===== src/rtl/core/queue_stack_sorted_list_unit_defines.svh =====
// Assertion macros shared by the queue/stack/sorted list unit.
// Included by modules that carry concurrent checks; no other dependencies.
`ifndef QUEUE_STACK_SORTED_LIST_UNIT_DEFINES_SVH
`define QUEUE_STACK_SORTED_LIST_UNIT_DEFINES_SVH

`ifndef SYNTHESIS
`define QSL_ASSERT_IMPLY(label, clk, rst_n, ante, cons) \
    label: assert property (@(posedge clk) disable iff (!rst_n) (ante) |-> (cons)) \
        else $error("qsl check failed");
`define QSL_ASSERT_NEXT(label, clk, rst_n, ante, cons) \
    label: assert property (@(posedge clk) disable iff (!rst_n) (ante) |=> (cons)) \
        else $error("qsl check failed");
`else
`define QSL_ASSERT_IMPLY(label, clk, rst_n, ante, cons)
`define QSL_ASSERT_NEXT(label, clk, rst_n, ante, cons)
`endif

`endif


===== src/rtl/core/qsl_pkg.sv =====
// Types and constants for the queue/stack/sorted list unit.
// No dependencies.
package qsl_pkg;

    localparam int VALUE_W  = 32;
    localparam int STATUS_W = 2;
    localparam int MODE_W   = 2;
    localparam int COUNT_W  = 5;

    typedef logic signed [VALUE_W-1:0] t_value;
    typedef logic [STATUS_W-1:0]       t_status;
    typedef logic [MODE_W-1:0]         t_mode;
    typedef logic [COUNT_W-1:0]        t_count_out;

    localparam logic REQ_STORE    = 1'b0;
    localparam logic REQ_RETRIEVE = 1'b1;

    localparam t_status STATUS_DONE  = 2'd0;
    localparam t_status STATUS_EMPTY = 2'd1;
    localparam t_status STATUS_FULL  = 2'd2;

    localparam t_mode MODE_QUEUE  = 2'd0;
    localparam t_mode MODE_STACK  = 2'd1;
    localparam t_mode MODE_SORTED = 2'd2;

    typedef struct packed {
        logic store_en;
        logic retrieve_en;
        logic mode_stack;
        logic mode_sorted;
    } t_cell_ctrl;

endpackage


===== src/rtl/core/qsl_req_if.sv =====
// Request channel interface (valid/ready plus request payload).
// Depends on qsl_pkg.
interface qsl_req_if import qsl_pkg::*; ();
    logic   valid;
    logic   ready;
    logic   req_type;
    t_value value;

    modport source (output valid, output req_type, output value, input ready);
    modport sink (input valid, input req_type, input value, output ready);
endinterface


===== src/rtl/core/qsl_rsp_if.sv =====
// Response channel interface (valid/ready plus result payload).
// Depends on qsl_pkg.
interface qsl_rsp_if import qsl_pkg::*; ();
    logic       valid;
    logic       ready;
    t_status    status;
    t_value     removed_value;
    t_count_out entry_count;

    modport source (output valid, output status, output removed_value,
                    output entry_count, input ready);
    modport sink (input valid, input status, input removed_value,
                  input entry_count, output ready);
endinterface


===== src/rtl/core/qsl_cell.sv =====
// One list slot: holds an entry and shifts, inserts or loads from neighbors.
// Depends on qsl_pkg.
module qsl_cell import qsl_pkg::*; (
    input  logic       i_clk,
    input  t_cell_ctrl i_ctrl,
    input  t_value     i_value,
    input  t_value     i_left,
    input  t_value     i_right,
    input  logic       i_occupied,
    input  logic       i_prefix,
    output logic       o_prefix,
    output t_value     o_data
);

    t_value r_data;
    t_value n_data;
    logic   w_cond;

    // insertion candidate: free slot, stack front, or first entry greater
    always_comb begin
        if (!i_occupied) begin
            w_cond = 1'b1;
        end else if (i_ctrl.mode_stack) begin
            w_cond = 1'b1;
        end else if (i_ctrl.mode_sorted) begin
            w_cond = (i_value < r_data);
        end else begin
            w_cond = 1'b0;
        end
    end

    assign o_prefix = i_prefix | w_cond;

    always_comb begin
        n_data = r_data;
        if (i_ctrl.retrieve_en) begin
            n_data = i_right;
        end else if (i_ctrl.store_en) begin
            if (i_prefix) begin
                n_data = i_left;
            end else if (w_cond) begin
                n_data = i_value;
            end
        end
    end

    always_ff @(posedge i_clk) begin
        r_data <= n_data;
    end

    assign o_data = r_data;

endmodule


===== src/rtl/core/queue_stack_sorted_list_unit.sv =====
// Bounded list engine: queue, stack or ascending sorted (min priority queue).
// Request channel i_req: req_type selects store (value) or retrieve (front).
// Response channel o_rsp: one transaction per request with status, the
// removed front value (0 unless a retrieve succeeded) and the entry count.
// Configuration: i_cfg_we writes i_cfg_wdata into the mode register
// (0 queue, 1 stack, 2 sorted, 3 acts as queue); write only while idle.
// Every slot cell compares and shifts in parallel for each request, and a
// carry chain along the cells picks the insert point.
// The response is registered, so it appears the cycle after acceptance;
// one request per cycle is sustained while the receiver keeps ready high.
// When the receiver stalls, the response register holds and i_req.ready
// drops until the held transaction is taken.
// Reset (i_rst_n low, synchronous) empties the list, sets queue mode and
// clears the response valid flag; entry contents and response payload are not cleared.
// Store on a full list is dropped with status full; retrieve on an empty
// list returns status empty.
// Depends on qsl_pkg, qsl_req_if, qsl_rsp_if, qsl_cell and the defines header.
`include "queue_stack_sorted_list_unit_defines.svh"

module queue_stack_sorted_list_unit import qsl_pkg::*; #(
    parameter int DEPTH = 16
) (
    input  logic         i_clk,
    input  logic         i_rst_n,
    qsl_req_if.sink      i_req,
    qsl_rsp_if.source    o_rsp,
    input  logic         i_cfg_we,
    input  t_mode        i_cfg_wdata
);

    localparam int CNT_W = $clog2(DEPTH + 1);

    logic [CNT_W-1:0] r_count;
    logic [CNT_W-1:0] n_count;
    t_mode            r_mode;
    logic             r_valid;
    t_status          r_status;
    t_status          n_status;
    t_value           r_removed;
    t_value           n_removed;
    t_count_out       r_entry_count;

    logic       w_accept;
    logic       w_full;
    logic       w_empty;
    t_cell_ctrl w_ctrl;
    t_value     w_data [DEPTH];
    logic [DEPTH:0] w_prefix;

    assign w_accept = i_req.valid & i_req.ready;
    assign w_full   = (r_count == CNT_W'(DEPTH));
    assign w_empty  = (r_count == '0);

    assign i_req.ready = !r_valid | o_rsp.ready;

    assign w_ctrl.store_en    = w_accept & (i_req.req_type == REQ_STORE) & !w_full;
    assign w_ctrl.retrieve_en = w_accept & (i_req.req_type == REQ_RETRIEVE) & !w_empty;
    assign w_ctrl.mode_stack  = (r_mode == MODE_STACK);
    assign w_ctrl.mode_sorted = (r_mode == MODE_SORTED);

    assign w_prefix[0] = 1'b0;

    for (genvar gi = 0; gi < DEPTH; gi++) begin : g_cell
        t_value w_left;
        t_value w_right;
        if (gi == 0) begin : g_first
            assign w_left = i_req.value;
        end else begin : g_mid_l
            assign w_left = w_data[gi-1];
        end
        if (gi == DEPTH - 1) begin : g_last
            assign w_right = '0;
        end else begin : g_mid_r
            assign w_right = w_data[gi+1];
        end

        qsl_cell u_cell (
            .i_clk      (i_clk),
            .i_ctrl     (w_ctrl),
            .i_value    (i_req.value),
            .i_left     (w_left),
            .i_right    (w_right),
            .i_occupied (CNT_W'(gi) < r_count),
            .i_prefix   (w_prefix[gi]),
            .o_prefix   (w_prefix[gi+1]),
            .o_data     (w_data[gi])
        );
    end

    always_comb begin
        n_count   = r_count;
        n_status  = STATUS_DONE;
        n_removed = '0;
        if (i_req.req_type == REQ_STORE) begin
            if (w_full) begin
                n_status = STATUS_FULL;
            end else begin
                n_count = r_count + CNT_W'(1);
            end
        end else begin
            if (w_empty) begin
                n_status = STATUS_EMPTY;
            end else begin
                n_count   = r_count - CNT_W'(1);
                n_removed = w_data[0];
            end
        end
    end

    always_ff @(posedge i_clk) begin
        if (!i_rst_n) begin
            r_count <= '0;
            r_mode  <= MODE_QUEUE;
            r_valid <= 1'b0;
        end else begin
            if (i_cfg_we) begin
                r_mode <= i_cfg_wdata;
            end
            if (w_accept) begin
                r_count <= n_count;
                r_valid <= 1'b1;
            end else if (o_rsp.ready) begin
                r_valid <= 1'b0;
            end
        end
    end

    always_ff @(posedge i_clk) begin
        if (w_accept) begin
            r_status      <= n_status;
            r_removed     <= n_removed;
            r_entry_count <= COUNT_W'(n_count);
        end
    end

    assign o_rsp.valid         = r_valid;
    assign o_rsp.status        = r_status;
    assign o_rsp.removed_value = r_removed;
    assign o_rsp.entry_count   = r_entry_count;

    `QSL_ASSERT_IMPLY(a_count_bound, i_clk, i_rst_n, 1'b1, r_count <= CNT_W'(DEPTH))
    `QSL_ASSERT_IMPLY(a_chain_free, i_clk, i_rst_n, !w_full, w_prefix[DEPTH])
    `QSL_ASSERT_NEXT(a_full_drop, i_clk, i_rst_n, w_accept && (i_req.req_type == REQ_STORE) && w_full, (r_status == STATUS_FULL) && $stable(r_count))
    `QSL_ASSERT_NEXT(a_empty_rsp, i_clk, i_rst_n, w_accept && (i_req.req_type == REQ_RETRIEVE) && w_empty, (r_status == STATUS_EMPTY) && (r_removed == '0))
    `QSL_ASSERT_NEXT(a_front_out, i_clk, i_rst_n, w_ctrl.retrieve_en, r_removed == $past(w_data[0]))

endmodule


===== src/flat_wrapper.sv =====
// flat-port wrapper written by rule: the top's interface ports become plain ports
module queue_stack_sorted_list_unit_flat import qsl_pkg::*;
#(
    parameter int DEPTH = 16
)
  (i_clk, i_rst_n, i_cfg_we, i_cfg_wdata, i_req_valid, i_req_req_type, i_req_value, i_req_ready, o_rsp_valid, o_rsp_status, o_rsp_removed_value, o_rsp_entry_count, o_rsp_ready);
  qsl_req_if i_req_i ();
  qsl_rsp_if o_rsp_i ();
  input  logic i_clk;
  input  logic i_rst_n;
  input  logic i_cfg_we;
  input  t_mode i_cfg_wdata;
  input wire logic [$bits(i_req_i.valid)-1:0] i_req_valid;
  input wire logic [$bits(i_req_i.req_type)-1:0] i_req_req_type;
  input wire logic [$bits(i_req_i.value)-1:0] i_req_value;
  output wire logic [$bits(i_req_i.ready)-1:0] i_req_ready;
  output wire logic [$bits(o_rsp_i.valid)-1:0] o_rsp_valid;
  output wire logic [$bits(o_rsp_i.status)-1:0] o_rsp_status;
  output wire logic [$bits(o_rsp_i.removed_value)-1:0] o_rsp_removed_value;
  output wire logic [$bits(o_rsp_i.entry_count)-1:0] o_rsp_entry_count;
  input wire logic [$bits(o_rsp_i.ready)-1:0] o_rsp_ready;
  assign i_req_i.valid = i_req_valid;
  assign i_req_i.req_type = i_req_req_type;
  assign i_req_i.value = i_req_value;
  assign i_req_ready = i_req_i.ready;
  assign o_rsp_valid = o_rsp_i.valid;
  assign o_rsp_status = o_rsp_i.status;
  assign o_rsp_removed_value = o_rsp_i.removed_value;
  assign o_rsp_entry_count = o_rsp_i.entry_count;
  assign o_rsp_i.ready = o_rsp_ready;
  queue_stack_sorted_list_unit #(.DEPTH(DEPTH)) u_core (.i_clk(i_clk), .i_rst_n(i_rst_n), .i_req(i_req_i), .o_rsp(o_rsp_i), .i_cfg_we(i_cfg_we), .i_cfg_wdata(i_cfg_wdata));
endmodule

===== config.mk =====
export PLATFORM = sky130hd
export DESIGN_NAME = queue_stack_sorted_list_unit_flat
export DESIGN_NICKNAME = d
export VERILOG_FILES = /design/src/rtl/core/qsl_pkg.sv /design/src/rtl/core/qsl_req_if.sv /design/src/rtl/core/qsl_rsp_if.sv /design/src/rtl/core/qsl_cell.sv /design/src/rtl/core/queue_stack_sorted_list_unit.sv /design/src/flat_wrapper.sv
export VERILOG_INCLUDE_DIRS = /design/src /design/src/rtl/core
export SDC_FILE = /design/constraint.sdc
export NUM_CORES = 2
export LEC_CHECK = 0
export BUFFER_PORTS_ARGS = -buffer_cell sky130_fd_sc_hd__buf_2
export CELL_PAD_IN_SITES_DETAIL_PLACEMENT = 1
export CELL_PAD_IN_SITES_GLOBAL_PLACEMENT = 2
export CORE_ASPECT_RATIO = 0.5
export CORE_MARGIN = 5
export CORE_UTILIZATION = 30
export DETAILED_ROUTE_END_ITERATION = 8
export PLACE_DENSITY_LB_ADDON = 0.1
export SYNTH_ARGS = -nofsm -noshare
export SYNTH_HDL_FRONTEND = slang
export SYNTH_SLANG_ARGS = --single-unit

===== constraint.sdc =====
create_clock -name i_clk -period 12.76 [get_ports i_clk]
set_clock_uncertainty 0.1 [all_clocks]
set_input_delay 1.914 -clock i_clk [delete_from_list [all_inputs] [get_ports i_clk]]
set_output_delay 1.914 -clock i_clk [all_outputs]
set_load 0.005 [all_outputs]

After elaboration in Yosys (flattened, before gate mapping)
Index checks and enable logic that the tools add are counted.
Widths: inputs -> output; s select.

storage, ports and cells
  bits in registers = 559
  input bits = 40
  output and inout port bits = 41
  word-level logic and storage cells = 236

cells by class
  add/sub/neg operators = 2
  order comparisons = 32
  equality and inequality tests = 3
  mux-type cells = 117
  bitwise gates (word level) = 21
  reductions and logical operators = 39

operators with widths
  operator             number
  $mux 32              61
  $lt 32x32->1         16
  $mux 1               51
  $reduce_bool 3->1    14
  $lt 4x5->1 const A   8
  $reduce_and 2->1     16
  $lt 3x5->1 const A   4
  $mux 5               3
  $or 1x1->1           15
  $lt 1x5->1 const A   2
  $lt 2x5->1 const A   2
  $reduce_bool 2->1    4
  $add 5x1->5 const B  1
  $and 1x1->1          5
  $eq 5x5->1 const B   1
  $logic_not 5->1      1
  $sub 5x1->5 const B  1
  $mux 2               2
  $logic_not 1->1      3
  $eq 2x1->1 const B   1
  $eq 2x2->1 const B   1
  $reduce_or 2->1      1
  $not 1->1            1

Longest topological paths before layout
  depth after elaboration = 20
  depth in mapped cells = 15
  depth with buffers taken out = 12

By module
A second synthesis with hierarchy kept.

unflattened totals
  cells, all modules = 4312
  area total of the unflattened synthesis = 41589.9 um^2

modules (own cells, without submodules)
  module                        instances  cells an instance  area an instance (um^2)
  qsl_cell                      16         258                2459.9
  queue_stack_sorted_list_unit  1          184                2232.1

Worst setup path before layout
OpenSTA, ideal clock, no wires.

  path kind = input port to flip-flop
  start point = in i_req_value[27]
  end point = reg u_core.g_cell[11].u_cell.r_data[0] (enable)
  arrival time = 6656 ps
  setup slack = 5538 ps
  stages on the path = 13
  path buffers = 3
  cell sequence = ha_1 a21o_1 a21o_1 a211o_1 a311o_1 a211o_1 o311a_1 and2_1 and4_1 buf_2 buf_2 buf_2 o21ai_0

between the ends
  word-level cells in the longest chain between the ends = 16
  elaborated cells between the ends (all ways) = 60
  those cells by class = order compare (12); mux (36); bitwise (10); reduce/logical (2)

ends and longest elaborated chain
  element                          RTL line            RTL
  start, declared                  flat_wrapper.sv:15  input wire logic [$bits(i_req_i.value)-1:0] i_req_value;
  $lt 32x32->1                     qsl_cell.sv:26      w_cond = (i_value < r_data);
  $mux 1                           qsl_cell.sv:25      end else if (i_ctrl.mode_sorted) begin
  $mux 1                           qsl_cell.sv:23      end else if (i_ctrl.mode_stack) begin
  $mux 1                           qsl_cell.sv:21      if (!i_occupied) begin
  $or 1x1->1 (10 in a row)         qsl_cell.sv:32      assign o_prefix = i_prefix | w_cond;
  $reduce_bool 3->1 (no line) (*)  --
  $reduce_and 2->1 (no line) (*)   --
  end signal, assigned             qsl_cell.sv:48      r_data <= n_data;
  end, declared                    qsl_cell.sv:15      t_value r_data;

Every way passes the cells marked *; elsewhere a longest branch is shown, timed or not.
A chain may end at the register's enable or synchronous reset.

Final worst setup path
  start point = in i_req_value[27]
  end point = reg u_core.g_cell[13].u_cell.r_data[0] (enable)

between the ends
  word-level cells in the longest chain between the ends = 18
  elaborated cells between the ends (all ways) = 70
  those cells by class = order compare (14); mux (42); bitwise (12); reduce/logical (2)

ends and longest elaborated chain
  element                          RTL line
  $lt 32x32->1                     qsl_cell.sv:26
  $mux 1                           qsl_cell.sv:25
  $mux 1                           qsl_cell.sv:23
  $mux 1                           qsl_cell.sv:21
  $or 1x1->1 (12 in a row)         qsl_cell.sv:32
  $reduce_bool 3->1 (no line) (*)  --
  $reduce_and 2->1 (no line) (*)   --
  end signal, assigned             qsl_cell.sv:48
  end, declared                    qsl_cell.sv:15

Marked as above.

==> results.cfg <==
[outcome]
run_status = completed

[yosys]
ys_types = 76
synthFlopType = edfxtp_1
synth_fa_ha_area_share_pct = 15.33
async_flop_share_pct = 0
synth_top_area_share_pct = 38.27
synth_top_area_cell = edfxtp_1
synth_area_leaders = edfxtp_1, ha_1, mux2i_1
synth_edf_count = 519
synth-seq-cells = 559
synth_compound_area_share_pct = 17.41
synth_seq_area_share_pct = 40.24
netlist_area_sq_mm = 0.04072
muxShareOfSynthArea_pct = 7.261
syn_inst = 4426
synthSimpleGateAreaFrac_pct = 12.20
synth_top_family_by_area = compound AO/OA/AOI/OAI gates
synth_xor_area_share_pct = 0.02151
synth_nets = 4965
synth_area_per_cell_sq_um = 9.200
yosysWarnings = 0

[clock_network]
cts-root-buf = clkbuf_16
clk_latency_ns = 0.65
cts_buffers = 67
cts_sinks = 559
tritoncts = done
clockBufferDepth = 3
h-tree-depth = 3
hold_buffers = 0
cts.reportedPaths.clkPinSlew_ns = 0.06
ctsResizeCount = 0
postCtsSetupRepairBufs = 0

[sta]
holdWs_ns = 0.3987
relSlewSlack_pct = 24.32
setup_viol = 0
rsz0062_at_grt = false
fin_crit_ns = 7.087
hold_viol = 0
setup_ws_ns = 5.673
tns_ns = 0
fin_crit_sh_pct = 55.54
worst_pin_slew_ns = 1.133
drv_slew = 0
max_freq_mhz = 141.1

[power]
p_leak_nw = 18.65
powerDensity_mw_per_mm2 = 128.7
power_mw = 5.810
vdd_drop_max_mv = 0.06483

[detailed_routing]
via_count = 32911
wl_per_cell_um = 22.79
ant_nets = 0
routed_wl_um = 142100
post_drt_via_cell_ratio = 5.278
drt-initial-drc-count = 2127
first_pass_iters = 6
drcViolationCount = 0

[worst_setup_path]
crit_type = in -> reg
crit_path_frequent_cell = buf_4
required_ns = 12.94
arrival_ns = 7.27
cpMaxStageDelayCell = buf_4
cp_slowest_stage_delay_ns = 0.76
cp-end-kind = flip-flop
crit_fanout = 63
path_cells = buf_2 > buf_4 > ha_1 > nand4_1 > nor4_1 > or2_1 > a2111oi_2 > o311ai_1 > nor4_4 > buf_4 > nand4_1 > buf_4 > buf_4 > o21ai_0 > nand2_1 > buf_4
worst_setup_path_start_kind = primary input

[floorplan]
start_util_pct = 30.26
die_x_um = 531.0
io_pins = 81
dieArea_sq_mm = 0.1437
coreArea_sq_mm = 0.1346
rows = 95
dieHeight_um = 270.5

[final_layout]
area_growth_pct = 10.88
fin_nets = 4932
postLayoutCoreUtil_pct = 33.56
drive_gt1_share_pct = 6.731
final_area_sq_mm = 0.04515
stdcell_count = 6236
diodes = 0

[global_routing]
grt_max_degree = 139
grt_pass1_vias = 34008
grt-ovfl-total = 0
antenna_found_initial = 2
grt_pass1_wl_um = 216400
track_usage_pct = 19.35

[placed_design]
dpl.hpwl_um = 103200
gp_congestion = 0.7918
place_area_sq_mm = 0.04302
dp.cells = 6118
portBuffers = 80
preCtsSetupSlack_ns = 4.982

[job]
maxCapViolations = 0

[min_path]
hold_class = reg -> reg
[Yosys cell counts (65+ instances only)]
cell	instances
nand2_1	526
edfxtp_1	519
inv_1	508
ha_1	499
o21ai_0	331
a21oi_1	313
mux2i_1	292
nor2_1	248
clkbuf_1	220
o21ai_1	147
a31oi_1	109
nand4_1	66
nand3_1	65
[registers in the layout, summed over array words and instances (netlist names)]
| name | count |
|---|---|
| u_core.r_mode | 2 |
| u_core.o_rsp.valid | 1 |
| u_core.o_rsp.removed_value | 32 |
| u_core.r_count | 5 |
| u_core.g_cell.u_cell.o_data | 512 |
| u_core.o_rsp.entry_count | 5 |
| u_core.o_rsp.status | 2 |
[area by class of cell]
class	instances	area, sq um
clock buffer	103	2042
clock inverter	15	91.34
fill	15461	89400
inverter	509	1911
multi-input combinational	3091	21430
sequential	559	16390
tap	1794	2245
timing repair buffer	165	1051
[critical path, delay by kind of cell]
family          cells  cell delay (ns)
fa+ha+maj           1             0.25
compound gates      3             0.95
simple gates        6             1.42
buf+inv             6             2.64
[worst paths after layout]
check / from / to / slack, ns / depth (start not counted)
setup / recovery: i_req_value[27] / u_core.g_cell[13].u_cell.o_data[0] / 5.67 / 16
hold / removal: u_core.g_cell[15].u_cell.o_data[0] / u_core.g_cell[15].u_cell.o_data[0] / 0.40 / 2
setup reg to reg: u_core.g_cell[4].u_cell.o_data[31] / u_core.g_cell[13].u_cell.o_data[0] / 6.99 / 15
hold reg to reg: u_core.g_cell[15].u_cell.o_data[0] / u_core.g_cell[15].u_cell.o_data[0] / 0.40 / 2
[placed cells by master (no fill, tap or decap), types with 109 or more instances in the layout]
cell      synthesis  final
nor2_1          248    245
mux2i_1         292    292
edfxtp_1        519    519
o21ai_1         147    144
nand2_1         526    525
ha_1            499    499
a21oi_1         313    313
o21ai_0         331    323
inv_1           508    508
a31oi_1         109    109
[logic make-up after synthesis]
logic type,Yosys count
compound gates,1197
simple gates,1099
buf+inv,776
flops,559
fa+ha+maj,499
mux,295
xor+xnor,1
[report_power, final]
part	total [mW]	leakage, nW	switching [mW]	internal [mW]
Clock	1.97	1.05	0.850	1.12
Combinational	1.33	12.3	0.852	0.482
Sequential	2.51	5.26	0.190	2.32
[routing by layer]
layer  global-route usage [%]  vias up  share of wire (%)
li1                         -    15905                  -
met1                    30.56    16311                 54
met2                    27.72      554                 40
met3                    2.835      141                4.2
met4                    3.559        0                1.6
met5                        0        -                  0
No activity file was read; power rests on OpenSTA's default activity.
